==> config.mk <==
export PLATFORM = sky130hd
export DESIGN_NAME = tlg_snap_mem
export DESIGN_NICKNAME = d
export VERILOG_FILES = /design/src/rtl/core/tlg_snap_mem.sv
export SDC_FILE = /design/constraint.sdc
export NUM_CORES = 2
export LEC_CHECK = 0
export BUFFER_PORTS_ARGS = -buffer_cell sky130_fd_sc_hd__buf_2
export CAP_MARGIN = 20
export CELL_PAD_IN_SITES_DETAIL_PLACEMENT = 0
export CELL_PAD_IN_SITES_GLOBAL_PLACEMENT = 1
export CORE_UTILIZATION = 55
export CTS_BUF_LIST = sky130_fd_sc_hd__clkbuf_2
export CTS_CLUSTER_DIAMETER = 100
export DETAILED_ROUTE_END_ITERATION = 6
export GPL_TIMING_DRIVEN = 0
export PLACE_DENSITY = 0.81
export SETUP_SLACK_MARGIN = 0.02
export SYNTH_ARGS = -nofsm -noshare
export SYNTH_HDL_FRONTEND = slang
export SYNTH_SLANG_ARGS = --single-unit
==> constraint.sdc <==
create_clock -name aclk -period 8.6 [get_ports aclk]
set_input_delay 1.29 -clock aclk [delete_from_list [all_inputs] [get_ports aclk]]
set_output_delay 1.29 -clock aclk [all_outputs]
set_load 0.01 [all_outputs]
==> src/rtl/core/tlg_snap_mem.sv <==
// row-wide snapshot memory used during a generation
module tlg_snap_mem #(
    parameter int ROWS = 64,
    parameter int COLS = 64,
    parameter int RIW  = 6
) (
    input  logic            aclk,
    input  logic            wr_en,
    input  logic [RIW-1:0]  wr_row,
    input  logic [COLS-1:0] wr_data,
    input  logic            rd_en,
    input  logic [RIW-1:0]  rd_row,
    output logic [COLS-1:0] rd_data
);
    logic [COLS-1:0] mem [ROWS];
    logic [COLS-1:0] rd_data_reg;

    always_ff @(posedge aclk) begin
        if (wr_en) begin
            mem[wr_row] <= wr_data;
        end
        if (rd_en) begin
            rd_data_reg <= mem[rd_row];
        end
    end

    assign rd_data = rd_data_reg;

endmodule

[Yosys cells after proc, flatten, opt, wreduce, memory -nomap -nowiden]
Memory sizes are Yosys's and may differ from the RTL's. A register that Yosys moved wholly into a read port is not among the register bits.
Index checks and enable logic that the tools add are counted.
Word-level totals
  flip-flop bits (word level): 0
  bits in writable memories: 4096
  output and inout port bits: 64
  word-level logic and storage cells: 3
  memories: 1
Operators by class
  muxes and demuxes: 2
Memory list
  mem: words 64, bits a word 64, rd ports 1, clocked after Yosys merged registers in 1, write ports 1, line 15  | logic [COLS-1:0] mem [ROWS];
Operators by type and width (number)
  $mux 1: 2

[Longest topological paths before layout]
  depth after elaboration: 2
  mapped depth: 9
  gate-level depth less buffers: 5

[Worst setup path before layout]
No wires, ideal clock.
  path kind: input-to-reg
  from: input port wr_row[3]
  to: memory mem[48][0] (enable)
  library setup time: 0.564 ns
  data arrival time: 6.162 ns
  data required time: 8.036 ns
  path slack: 1.874 ns
  stages: 4
  buffers on the path: 1
  cells stage by stage: clkbuf_1 -> nor2b_1 -> nand4b_1 -> nor3_1
RTL lines
  start, declared: line 9  | input logic [RIW-1:0] wr_row,
  end, declared: line 15
Straight into the memory's write port.

[Final worst setup path]
  from: register rd_data_reg[10] (netlist: rd_data[10]) (read register of mem)
  to: output port rd_data[10]
RTL lines
  start, declared: line 16  | logic [COLS-1:0] rd_data_reg;
  end, declared: line 13  | output logic [COLS-1:0] rd_data
No word-level cell between the ends.

==> metrics.txt <==
Final period util=0.445; Period minus WS final=3.83 ns; Crit Path Category=reg2out; Critical R2R Launch=mem[59][33]$_DFFE_PP_; crit-path cells=buf_2; Final Skew=a little over 0.2 ns; Hold WC Path Type=in2reg; Critical Path RT=approximately 7.3 ns; Synth Flop Type=edfxtp_1; die height=~540 um; routed vias/inst=between 6 and 7; Hold Vio Cnt, Final=0; mean routed wirelength per cell=between 30 and 40 um; FF-to-FF End=rd_data[33]$_DFFE_PP_; Syn Std Cell Area=approximately 160,000 um^2; Initial Util=0.555; maximum number of pins on one net before global-route repair=65; startpoint types=flop; most frequent cell after synthesis=edfxtp_1; vias in the first global route=80,900; VDD IR max=around 0.13 mV; Largest register FFs=~4,100; Clock Latency Late Sink=2.01 ns; EDFF count, synth=between 4,000 and 5,000; drt first pass iters=7; H-tree Lvls=6; gr ovfl total=0; worst reg2reg setup slack=roughly 5.5 ns; Hold Path Depth=3; worst setup path endpoint=rd_data[10]; post-synthesis cell count=between 6,000 and 7,000; gpl congestion=~0.87; initial antenna violation count=35; Top delay family on crit path=flip-flops; post-synthesis sequential area ratio=0.796; vias post-DR=around 80,000; gr usage total=0.288; first-pass GRT wire length=578 mm; Remaining DRCs=0; FF-to-FF path depth=5; io pins=approximately 140; outcome=complete, no violations; Max Transition Viols Final=0; CP max stage cell=edfxtp_1; final wirelength=412 mm; Clock Path Buffers=4; initial drt markers=~12,000; slew margin rel.=0.157; post-CTS sizing=0; max frequency=roughly 260 MHz; Worst Tran Pin Value=~1.2 ns; Post-CTS Setup Inserts=0; Die W=about 540 um; top cell type's share of synthesized area=0.796; Post-CTS Hold Buffers=52; synth warn=0; post-DP HPWL=approximately 270 mm; PD cells=209 nW/um^2; setup violation total in the final timing report=0; Area Overhead vs Synth=12.7%; RSZ-0062 raised after global routing=no; critical path depth=1; Buf+Inv Stages, Crit Path=1; crit-path max cell delay=between 0.3 and 0.4 ns; placed cells=roughly 11,000; CTS Sinks=~4,200; CP max FO=1; CTS tree=yes; syn nets=roughly 6,700; Pleak=around 57 nW; register bit total from synthesis=between 4,000 and 5,000; Crit. End Element=output pin; largest area contributor in the netlist=edfxtp_1; CTS Buf Count=930; Distinct cells, synth=32; Mapped Avg Cell Area=approximately 24 um^2; CTS Root Cell=clkbuf_2; final net count=about 8,000; Core Region=about 280,000 um^2; share of layout cells above drive strength 1=0.362; Synth area leaders=edfxtp_1 (80%), mux4_2 (15%), mux2i_1 (0.86%); total power=about 37 mW; FILL cells=19,000; Die ar.=about 290,000 um^2; Worst EP arrival=2.54 ns; ys async rst share=0; CP Launch Point=rd_data[10]$_DFFE_PP_; fin cells=between 10,000 and 15,000; most frequent cells after synthesis=edfxtp_1 (4,160), mux4_2 (1,024), buf_2 (170), a22oi_1 (168), clkbuf_1 (140); Std-Cell Rows=a little under 200; post-route antenna net violation count=0; Worst-path clk slew=roughly 0.13 ns; max cap viols=0; input/output buffers=134
## how the worst min path moves through the flow
| stage | start | endpoint | slack, ns |
|---|---|---|---|
| after floorplan | mem[30][61]$_DFFE_PP_ | rd_data[61]$_DFFE_PP_ | 0.86 |
| after global placement | mem[60][50]$_DFFE_PP_ | rd_data[50]$_DFFE_PP_ | 0.95 |
| after detailed placement | mem[61][46]$_DFFE_PP_ | rd_data[46]$_DFFE_PP_ | 0.95 |
| after CTS | wr_en | mem[55][2]$_DFFE_PP_ | 0.0006 |
| after global routing | wr_data[57] | mem[27][57]$_DFFE_PP_ | 0.07 |
| final | wr_en | mem[55][2]$_DFFE_PP_ | 0.17 |
## layer usage
| layer | GRT usage | vias up | routed length [um] |
|---|---|---|---|
| met1 | 0.390 | 41500 | 147000 |
| li1 | - | 32000 | - |
| met5 | 0 | - | 46 |
| met2 | 0.452 | 5785 | 197000 |
| met4 | 0.118 | 8 | 16700 |
| met3 | 0.0730 | 792 | 52000 |
## logic make-up after synthesis
kind of cell / after synthesis / synth area share
DFF: 4160 / 0.796
muxes: 1159 / 0.156
AOI/OAI and AO/OA: 504 / 0.0247
buffers and inverters: 389 / 0.0118
and+or+nand+nor: 386 / 0.0123
## area by class of cell
class	count	area [um^2]	share of cell area
Inverter	19	71.3	0.000403
Antenna cell	22	55.1	0.000311
Timing Repair Buffer	453	6260	0.0354
Sequential cell	4160	125000	0.706
Clock inverter	309	1750	0.00986
Tap cell	3743	4680	0.0265
Clock buffer	1348	6750	0.0381
Multi-Input combinational cell	2049	30700	0.173
Buffer	370	1780	0.0101
## power breakdown
part,switching [mW],internal (mW),total [mW]
clock,7.58,4.69,12.3
combinational,1.45,0.792,2.25
sequential,0.0386,22.5,22.5
total,9.07,27.9,37.0
## worst min-delay path, stage by stage
cell	delay [ns]
buf_2	0.15
nand4_1	0.35
nor2_4	0.18
## cells in the final DEF (no fill, tap or decap), types with 35 or more instances in the layout
cell type / n
buf_4: 44
nor2_1: 50
o22ai_1: 83
clkbuf_2: 1354
edfxtp_1: 4160
nand2_1: 58
mux2i_1: 135
buf_2: 304
nor2_4: 62
a22oi_1: 168
a22o_1: 88
dlygate4sd3_1: 69
clkinv_2: 35
clkinv_1: 223
mux4_2: 1024
a211oi_1: 63
buf_12: 208
and3_1: 64
clkbuf_1: 134
o221ai_1: 38
nand3_1: 45
## through the flow
step           setup TNS [ns]   util  area (um^2)  setup slack (ns)  hold slack, ns
3_5_place_dp                0  0.589       167000              3.10           0.949
2_1_floorplan               0      -       157000              1.87           0.865
6_report                    0  0.625       177000              4.77           0.174
3_3_place_gp         -1026.83  0.574       162000             -4.36           0.948
5_1_grt                     0  0.625       177000              4.60          0.0697
4_1_cts                     0  0.620       176000              4.56        0.000620
Note: power is estimated with default switching activity, not from simulation.
