### config.mk
export PLATFORM = sky130hd
export DESIGN_NAME = tlg_rule_unit
export DESIGN_NICKNAME = d
export VERILOG_FILES = /design/src/rtl/core/tlg_pkg.sv /design/src/rtl/core/tlg_rule_unit.sv
export SDC_FILE = /design/constraint.sdc
export NUM_CORES = 1
export LEC_CHECK = 0
export BUFFER_PORTS_ARGS = -buffer_cell sky130_fd_sc_hd__buf_2
export CORE_AREA = 4 4 41 43
export DETAILED_ROUTE_END_ITERATION = 12
export DIE_AREA = 0 0 45 47
export GPL_TIMING_DRIVEN = 0
export SYNTH_ARGS = -nofsm -noshare
export SYNTH_HDL_FRONTEND = slang
export SYNTH_SLANG_ARGS = --single-unit
### constraint.sdc
create_clock -name vclk -period 6.45
set_input_delay 1.6125 -clock vclk [all_inputs]
set_output_delay 1.6125 -clock vclk [all_outputs]
set_load 0.005 [all_outputs]
### src/rtl/core/tlg_pkg.sv
// shared types and constants for the toroidal life generation core
package tlg_pkg;

    localparam int ACTION_W  = 2;
    localparam int COORD_W   = 6;
    localparam int CFG_W     = 7;
    localparam int CFG_IDX_W = 1;
    localparam int S_DATA_W  = 16;
    localparam int M_DATA_W  = 8;
    localparam int NBR_W     = 8;
    localparam int CNT_W     = 4;

    typedef enum logic [ACTION_W-1:0] {
        ACT_WRITE = 2'd0,
        ACT_READ  = 2'd1,
        ACT_TICK  = 2'd2
    } action_t;

    typedef enum logic [CFG_IDX_W-1:0] {
        REG_ROWS_IN_USE = 1'd0,
        REG_COLS_IN_USE = 1'd1
    } cfg_reg_t;

    localparam logic [CFG_W-1:0] ROWS_RESET = 7'd64;
    localparam logic [CFG_W-1:0] COLS_RESET = 7'd64;

    localparam logic [CNT_W-1:0] SURVIVE_COUNT = 4'd2;
    localparam logic [CNT_W-1:0] BIRTH_COUNT   = 4'd3;

endpackage

### src/rtl/core/tlg_rule_unit.sv
// neighbor count and b3/s23 rule evaluation for one cell
module tlg_rule_unit (
    input  logic [tlg_pkg::NBR_W-1:0] nbr,
    input  logic                      self_live,
    output logic                      next_live
);
    import tlg_pkg::*;

    logic [CNT_W-1:0] count;

    always_comb begin
        count = '0;
        for (int i = 0; i < NBR_W; i++) begin
            count = count + CNT_W'(nbr[i]);
        end
    end

    always_comb begin
        if (count == SURVIVE_COUNT) begin
            next_live = self_live;
        end else if (count == BIRTH_COUNT) begin
            next_live = 1'b1;
        end else begin
            next_live = 1'b0;
        end
    end

endmodule

# == After elaboration in Yosys (flattened, before gate mapping) ==
# Cells that the tools add are included.
# totals
ff_bits,0
output_inout_bits,1
word_cells,11
inputBits,9
# op_classes
n_mux,2
addsub,7
eq_ne,2
# ops
operator,n
$add A4 B1 Y4,4
$eq A4 B2 Y1 const B,2
$add A3 B1 Y4,1
$add A2 B1 Y3,1
$add A1 B1 Y2,1
$mux W1,2

# == Logic depth before layout (Yosys ltp) ==
# Gate-level depths: netlist (run 1).
# logic_depth
depth_word,10
ltp_mapped,9
mapped_depth_nobuf,9

# == Least setup slack after synthesis (run 1) ==
# Ideal clock, no wire load.
# synth_path
kind,input-to-output
from,input port nbr[0] (netlist bit)
to,output port next_live
required_ps,4838
cell_stages,9
arrival_ps,4174
n_path_buf,0
path_slack_ps,663
cell_sequence,inv_1 -> fa_1 -> fa_1 -> fa_1 -> inv_1 -> ha_1 -> fa_1 -> o211a_1 -> a211oi_2
# synth_via
elab_chain_len,10
word_cells_on_any_way,11
classes_between,7 x add/sub; 2 x eq/ne; 2 x mux
# synth_lines
item,line_no,text
from (decl),tlg_rule_unit.sv:3,"input logic [tlg_pkg::NBR_W-1:0] nbr,"
$add A1 B1 Y2 *,tlg_rule_unit.sv:14,count = count + CNT_W'(nbr[i]);
$add A2 B1 Y3 *,tlg_rule_unit.sv:14,
$add A3 B1 Y4 *,tlg_rule_unit.sv:14,
$add A4 B1 Y4 * (4 in series),tlg_rule_unit.sv:14,
$eq A4 B2 Y1,tlg_rule_unit.sv:21,end else if (count == BIRTH_COUNT) begin
$mux W1,tlg_rule_unit.sv:21,
$mux W1 *,tlg_rule_unit.sv:19,if (count == SURVIVE_COUNT) begin
to (decl),tlg_rule_unit.sv:5,output logic next_live
# Mark *: on every way between the ends. The rest lies on a longest branch, timed or not.

# == Worst setup path after layout (run 1) ==
# Ends and elaborated chain as after synthesis.

==> flow_metrics.tcl, run 1 <==
set metrics [dict create \
    layout_commonest_cell "inv_1" \
    n_clock_buffer 0 \
    ys_seq_area_share_pct 0 \
    max_freq_mhz 165.7 \
    antenna_found_initial 0 \
    vias 169 \
    cp-start-kind "input pin" \
    final_util_pct 20.67 \
    start_util_pct 15.38 \
    setup_tns_ns 0 \
    cap_violations 0 \
    arrival_ns 4.42 \
    die_y_microns 47 \
    cts_resized 0 \
    gp_congestion 0.6455 \
    power_density_nw_per_um2 122.3 \
    grt_max_degree 4 \
    coreArea_sq_um 1301 \
    crit_type "input pin to output pin" \
    grt_pass1_vias 166 \
    ys_warn_count 0 \
    dp_hpwl_microns 310.2 \
    hold_class "input pin to output pin" \
    wl_microns 321 \
    layout_common_cells "inv_1 (11), buf_2 (10), fa_1 (4), ha_1 (3)" \
    dieArea_sq_um 2115 \
    ios 10 \
    syn_area_per_cell_sq_um 8.704 \
    area_growth_pct 34.37 \
    dp.cells 48 \
    viasPerCell 3.521 \
    slew_viol_final 0 \
    synth_area_sq_um 200.2 \
    vdd_ir_drop_max_mv 0.01726 \
    detail-route-antenna-nets 0 \
    grt_use_total_pct 3.715 \
    cellLeakagePower_nw 0.1721 \
    ys_types 8 \
    critPathCaptureType "output pin" \
    rows 13 \
    grt_pass1_wl_microns 634 \
    dr.pass1.iters 2 \
    seq_cell_count 0 \
    hold_violations 0 \
    drive_gt1_share_pct 33.33 \
    cts-hold-fix-buffers 0 \
    tightest_slew_ns 0.2342 \
    regArea_sq_um 0 \
    syn-instance-count 23 \
    period_share_pct 93.58 \
    grt_setup_unrepaired "false" \
    nets 51 \
    period_needed_ns 6.036 \
    drc_errors 0 \
    drt_iter0_drc 3 \
    fin_cells 48 \
    post_cts_buffers 0 \
    status "finished clean" \
    relSlewSlack_pct 84.22 \
    portBuffers 10 \
    power.total_w 0.00003289 \
    grt-ovfl-total 0 \
    crit_fanout 3 \
    syn_nets 39 \
    setup_viol 0 \
    wl_per_cell_microns 6.688 \
    die_w_microns 45 \
    n_antenna_cell 0 \
    required_ns 4.84 \
]
[area by class of cell]
| class | instances | area, sq um |
|---|---|---|
| fillers | 158 | 1032 |
| inverters | 11 | 41.29 |
| well taps | 15 | 18.77 |
| multi-input cells | 12 | 158.9 |
| repair buffers | 10 | 50.05 |
[metrics by stage]
stage	area (sq um)	hold WS, ns	setup WS (ns)
2_1_floorplan	200.2	3.435	0.6633
6_report	269.0	3.651	0.4141
5_1_grt	269.0	3.713	0.2578
3_5_place_dp	269.0	3.662	0.3848
4_1_cts	269.0	3.671	0.3845
3_3_place_gp	269.0	3.672	0.4079
[path summary, 6_finish.rpt]
path	from	to	slack, ns	depth (start not counted)
min	self_live	next_live	3.65	4
max	nbr[0]	next_live	0.41	11
[cell usage after synthesis, drive strengths merged]
cell | number | area [sq um]
inv | 11 | 41.29
fa | 4 | 80.08
ha | 3 | 37.54
a211oi | 1 | 12.51
nand3b | 1 | 7.510
o211a | 1 | 10.01
o21ai | 1 | 5.000
or2 | 1 | 6.260
[worst max-delay path, cell delays in order]
cell and delay (ns):
buf_2 0.07, inv_1 0.04, fa_1 0.54, fa_1 0.43, fa_1 0.49, inv_1 0.04, ha_1 0.20, fa_1 0.43
o211a_1 0.25, a211oi_2 0.18, buf_2 0.14
[where the power goes]
part / leakage (nW) / internal (W) / switching, W
sequential: 0 / 0 / 0
combinational: 0.172 / 0.0000164 / 0.0000165
clock: 0 / 0 / 0
[cells by family (layout without fill, tap and decap cells)]
group                      Yosys count  in the layout  share of synthesized area, %
and+or+nand+nor                      2              2                         6.878
adders and majority gates            7              7                         58.75
buffers and inverters               11             21                         20.63
AOI/OAI and AO/OA                    3              3                         13.75
[layer usage]
metal | GRT usage (%) | up-vias | routed length (microns)
met5 | 0 | - | 0
met4 | 0 | 0 | 0
met3 | 0 | 0 | 26
met2 | 6.780 | 4 | 175
met1 | 5.239 | 78 | 119
li1 | - | 87 | -
(Power assumes the default switching activity.)
==> run 2, diff against run 1 <==
Settings changed: PLACE_DENSITY from default to 0.31.
Clock period 6.45 ns to 5.9 ns, I/O delays scaled along.
==> run 2 against run 1 <==
- cell count is the same
- die area is the same
- wire length grew 14%
- global-route usage shrank 0.56 points
- via count shrank 0.59%
- count of clock-buffer cells in the layout is the same
- non-clock buffer count is the same
- cell area is the same
- power grew 11%
- critical path depth is the same
- sequential cell count is the same
- critical path type unchanged
- critical endpoint unchanged
==> flow_metrics.tcl, run 2 (synthesized netlist as in run 1, its figures left out) <==
set metrics [dict create \
    cts-hold-fix-buffers 0 \
    drt_iter0_drc 4 \
    dp.cells 48 \
    hold_violations 0 \
    grt-ovfl-total 0 \
    nets 51 \
    n_clock_buffer 0 \
    antenna_found_initial 0 \
    power_frac_clock_pct 0 \
    cap_violations 0 \
    coreArea_sq_um 1301 \
    dr.pass1.iters 2 \
    critPathMaxStageDelay_ns 0.54 \
    power.share.sequential_pct 0 \
    crit_fanout 3 \
    grt_pass1_vias 150 \
    met2_usage_pct 7.062 \
    grt_use_total_pct 3.160 \
    min_to "next_live" \
    setup_viol 0 \
    setup_tns_ns 0 \
    portBuffers 10 \
    power_density_nw_per_um2 135.7 \
    use_met1_pct 3.182 \
    swShare_pct 50.99 \
    grt_busiest_layer "met2" \
    rows 13 \
    crit_top_cell "fa_1" \
    seq_cell_count 0 \
    crit_path_cell_trace "buf_2, inv_1, fa_1, fa_1, fa_1, inv_1, ha_1, fa_1, o211a_1, a211oi_2, buf_2" \
    start_util_pct 15.38 \
    viasPerCell 3.500 \
    critPathBufInv 4 \
    post_cts_buffers 0 \
    cp-start-kind "input pin" \
    tightest_slew_ns 0.2684 \
    slew_viol_final 0 \
    relSlewSlack_pct 81.92 \
    power.total_w 0.00003650 \
    grt_max_degree 4 \
    grt_pass1_wl_microns 531 \
    placement.cell_area_sq_um 269.0 \
    gp_congestion 0.5995 \
    cp_top_family "adder cells" \
    period_needed_ns 5.767 \
    drive_gt1_share_pct 33.33 \
    use_met3_pct 0.3831 \
    multi_input_area_sq_um 158.9 \
    area_growth_pct 34.37 \
    layout_common_cells "inv_1 (11), buf_2 (10), fa_1 (4), ha_1 (3)" \
    period_share_pct 97.75 \
    regArea_sq_um 0 \
    min_from "self_live" \
    die_y_microns 47 \
    cellLeakagePower_nw 0.1721 \
    wl_per_cell_microns 7.604 \
    required_ns 4.43 \
    layout_commonest_cell "inv_1" \
    cts_resized 0 \
    crit_type "input pin to output pin" \
    vias 168 \
    switchingPower_w 0.00001861 \
    drc_errors 0 \
    status "finished clean" \
    n_antenna_cell 0 \
    final_util_pct 20.67 \
    ios 10 \
    dieArea_sq_um 2115 \
    grt_setup_unrepaired "false" \
    wl_microns 365 \
    max_freq_mhz 173.4 \
    fin_area_sq_um 269.0 \
    hold_class "input pin to output pin" \
    nFillCells 162 \
    dp_hpwl_microns 353.2 \
    arrival_ns 4.29 \
    pwr-share-comb_pct 100.0 \
    critPathCaptureType "output pin" \
    cp_slowest_cell "fa_1" \
    detail-route-antenna-nets 0 \
    vdd_ir_drop_max_mv 0.02608 \
    hold_depth 4 \
    fin_cells 48 \
    die_w_microns 45 \
    p_int_w 0.00001789 \
]
## run 2: cell counts in the layout (fill, tap and decap cells not counted)
No cell type changed its count.
## run 2: how the worst max path moves through the flow
stage | startpoint | to | depth (start not counted)
after CTS | nbr[0] | next_live | 11
after floorplan | nbr[0] | next_live | 9
after detailed placement | nbr[0] | next_live | 11
after global routing | nbr[0] | next_live | 11
final | nbr[0] | next_live | 11
after global placement | nbr[0] | next_live | 11
## run 2: per-stage QoR
step	hold WS, ns	worst slack, ns
global route	3.439	0.04012
floorplan	3.160	0.3883
finish	3.394	0.1329
global placement	3.377	0.1326
CTS	3.407	0.09490
detailed placement	3.397	0.09520
## run 2: final cells by class
type	count	share of cell area [%]
Inverter	11	15.35
Timing Repair Buffer	10	18.60
Multi-Input combinational cell	12	59.07
Tap cell	15	6.977
## run 2: metal layers
metal | part of all wire, % | vias up
met1 | 35 | 78
met2 | 57 | 3
met5 | 0 | -
met4 | 0 | 0
li1 | - | 87
met3 | 7.9 | 0
## run 2: power groups by stage
stage                     Combinational, W  Sequential (W)  Clock, W
after floorplan                  0.0000262               0         0
after detailed placement         0.0000375               0         0
after global routing             0.0000432               0         0
after CTS                        0.0000380               0         0
after global placement           0.0000362               0         0
final                            0.0000365               0         0
==> run 3, diff against run 2 <==
Settings changed: BUFFER_PORTS_ARGS -buffer_cell sky130_fd_sc_hd__buf_2 to -buffer_cell sky130_fd_sc_hd__buf_4.
==> run 3 against run 2 <==
- combinational power up 11%
- cell area increased by 9.3%
- via count up 2.4%
- core utilization rose by 1.9 points
- fmax fell by 0.48%
- die area stayed put
- wire length up 6.3%
- non-clock buffer count unchanged
- largest power group unchanged
- count of clock-buffer cells in the layout did not move
- setup slack worse by 0.028 ns
==> flow_metrics.tcl, run 3 (synthesized netlist as in run 1, its figures left out) <==
set metrics [dict create \
    status "finished clean" \
    slew_viol_final 0 \
    wl_met2_microns 224 \
    hold_violations 0 \
    critPathCaptureType "output pin" \
    crit_fanout 3 \
    dr_wl_met3_microns 27 \
    vdd_ir_drop_max_mv 0.04069 \
    drive_gt1_share_pct 33.33 \
    period_needed_ns 5.795 \
    area_growth_pct 46.87 \
    die_y_microns 47 \
    antenna_found_initial 0 \
    relSlewSlack_pct 84.37 \
    n_antenna_cell 0 \
    arrival_ns 4.32 \
    start_util_pct 15.38 \
    dp.cells 48 \
    grt_setup_unrepaired "false" \
    coreArea_sq_um 1301 \
    tightest_slew_ns 0.2320 \
    routed.top_layer "met3" \
    nets 51 \
    rows 13 \
    dieArea_sq_um 2115 \
    n_clock_buffer 0 \
    hold_class "input pin to output pin" \
    crit_type "input pin to output pin" \
    grt-ovfl-total 0 \
    drc_errors 0 \
    fin_cells 48 \
    grt_use_total_pct 3.712 \
    drt_iter0_drc 0 \
    regArea_sq_um 0 \
    post_cts_buffers 0 \
    ios 10 \
    wl_per_cell_microns 8.083 \
    setup_tns_ns 0 \
    cts_resized 0 \
    layout_common_cells "inv_1 (11), buf_4 (10), fa_1 (4), ha_1 (3)" \
    seq_cell_count 0 \
    required_ns 4.43 \
    wl_microns 388 \
    die_w_microns 45 \
    power.total_w 0.00004038 \
    dr.pass1.iters 1 \
    cap_violations 0 \
    layout_commonest_cell "inv_1" \
    gp_congestion 0.5992 \
    wl_met1_microns 136 \
    grt_pass1_vias 160 \
    portBuffers 10 \
    grt_pass1_wl_microns 627 \
    cp-start-kind "input pin" \
    max_freq_mhz 172.6 \
    setup_viol 0 \
    cellLeakagePower_nw 0.1801 \
    vias 172 \
    cts-hold-fix-buffers 0 \
    dp_hpwl_microns 371.4 \
    grt_max_degree 4 \
    period_share_pct 98.22 \
    detail-route-antenna-nets 0 \
    viasPerCell 3.583 \
    power_density_nw_per_um2 137.3 \
]
==> run 3: cell types whose count changed in the layout (fill, tap and decap cells not counted) <==
cell / change
buf_2: -10
buf_4: +10
==> run 3: final timing paths <==
path,start,endpoint,slack [ns],cells after the start
max,nbr[0],next_live,0.11,11
min,self_live,next_live,3.38,4
==> run 3: final cells by class <==
cell class                 count  area (sq um)
tap                           15         18.77
multi-input combinational     12         158.9
fill                         159          1007
timing repair buffer          10         75.07
inverter                      11         41.29
==> run 3: routing by layer <==
| layer | vias to the layer above | GRT usage (%) |
|---|---|---|
| met5 | - | 0 |
| met4 | 0 | 0 |
| met3 | 0 | 0.3831 |
| met2 | 3 | 7.627 |
| met1 | 82 | 4.318 |
| li1 | 87 | - |
==> run 3: per-stage QoR <==
stage | hold slack, ns | worst slack (ns) | area, sq um | utilization, %
floorplan | 3.160 | 0.3883 | 200.2 | -
global placement | 3.389 | 0.1248 | 294.0 | 22.60
detailed placement | 3.379 | 0.08650 | 294.0 | 22.60
CTS | 3.389 | 0.08611 | 294.0 | 22.60
global route | 3.411 | 0.004918 | 294.0 | 22.60
finish | 3.381 | 0.1051 | 294.0 | 22.60
==> run 3: critical path, cell delays in order <==
cell and delay [ns]:
buf_4 0.08, inv_1 0.04, fa_1 0.55, fa_1 0.44, fa_1 0.49, inv_1 0.04
ha_1 0.21, fa_1 0.43, o211a_1 0.25, a211oi_2 0.19, buf_4 0.13
==> run 3: where the power goes <==
| group | internal [W] | switching [W] |
|---|---|---|
| combinational | 0.0000212 | 0.0000192 |
| sequential | 0 | 0 |
| clock | 0 | 0 |
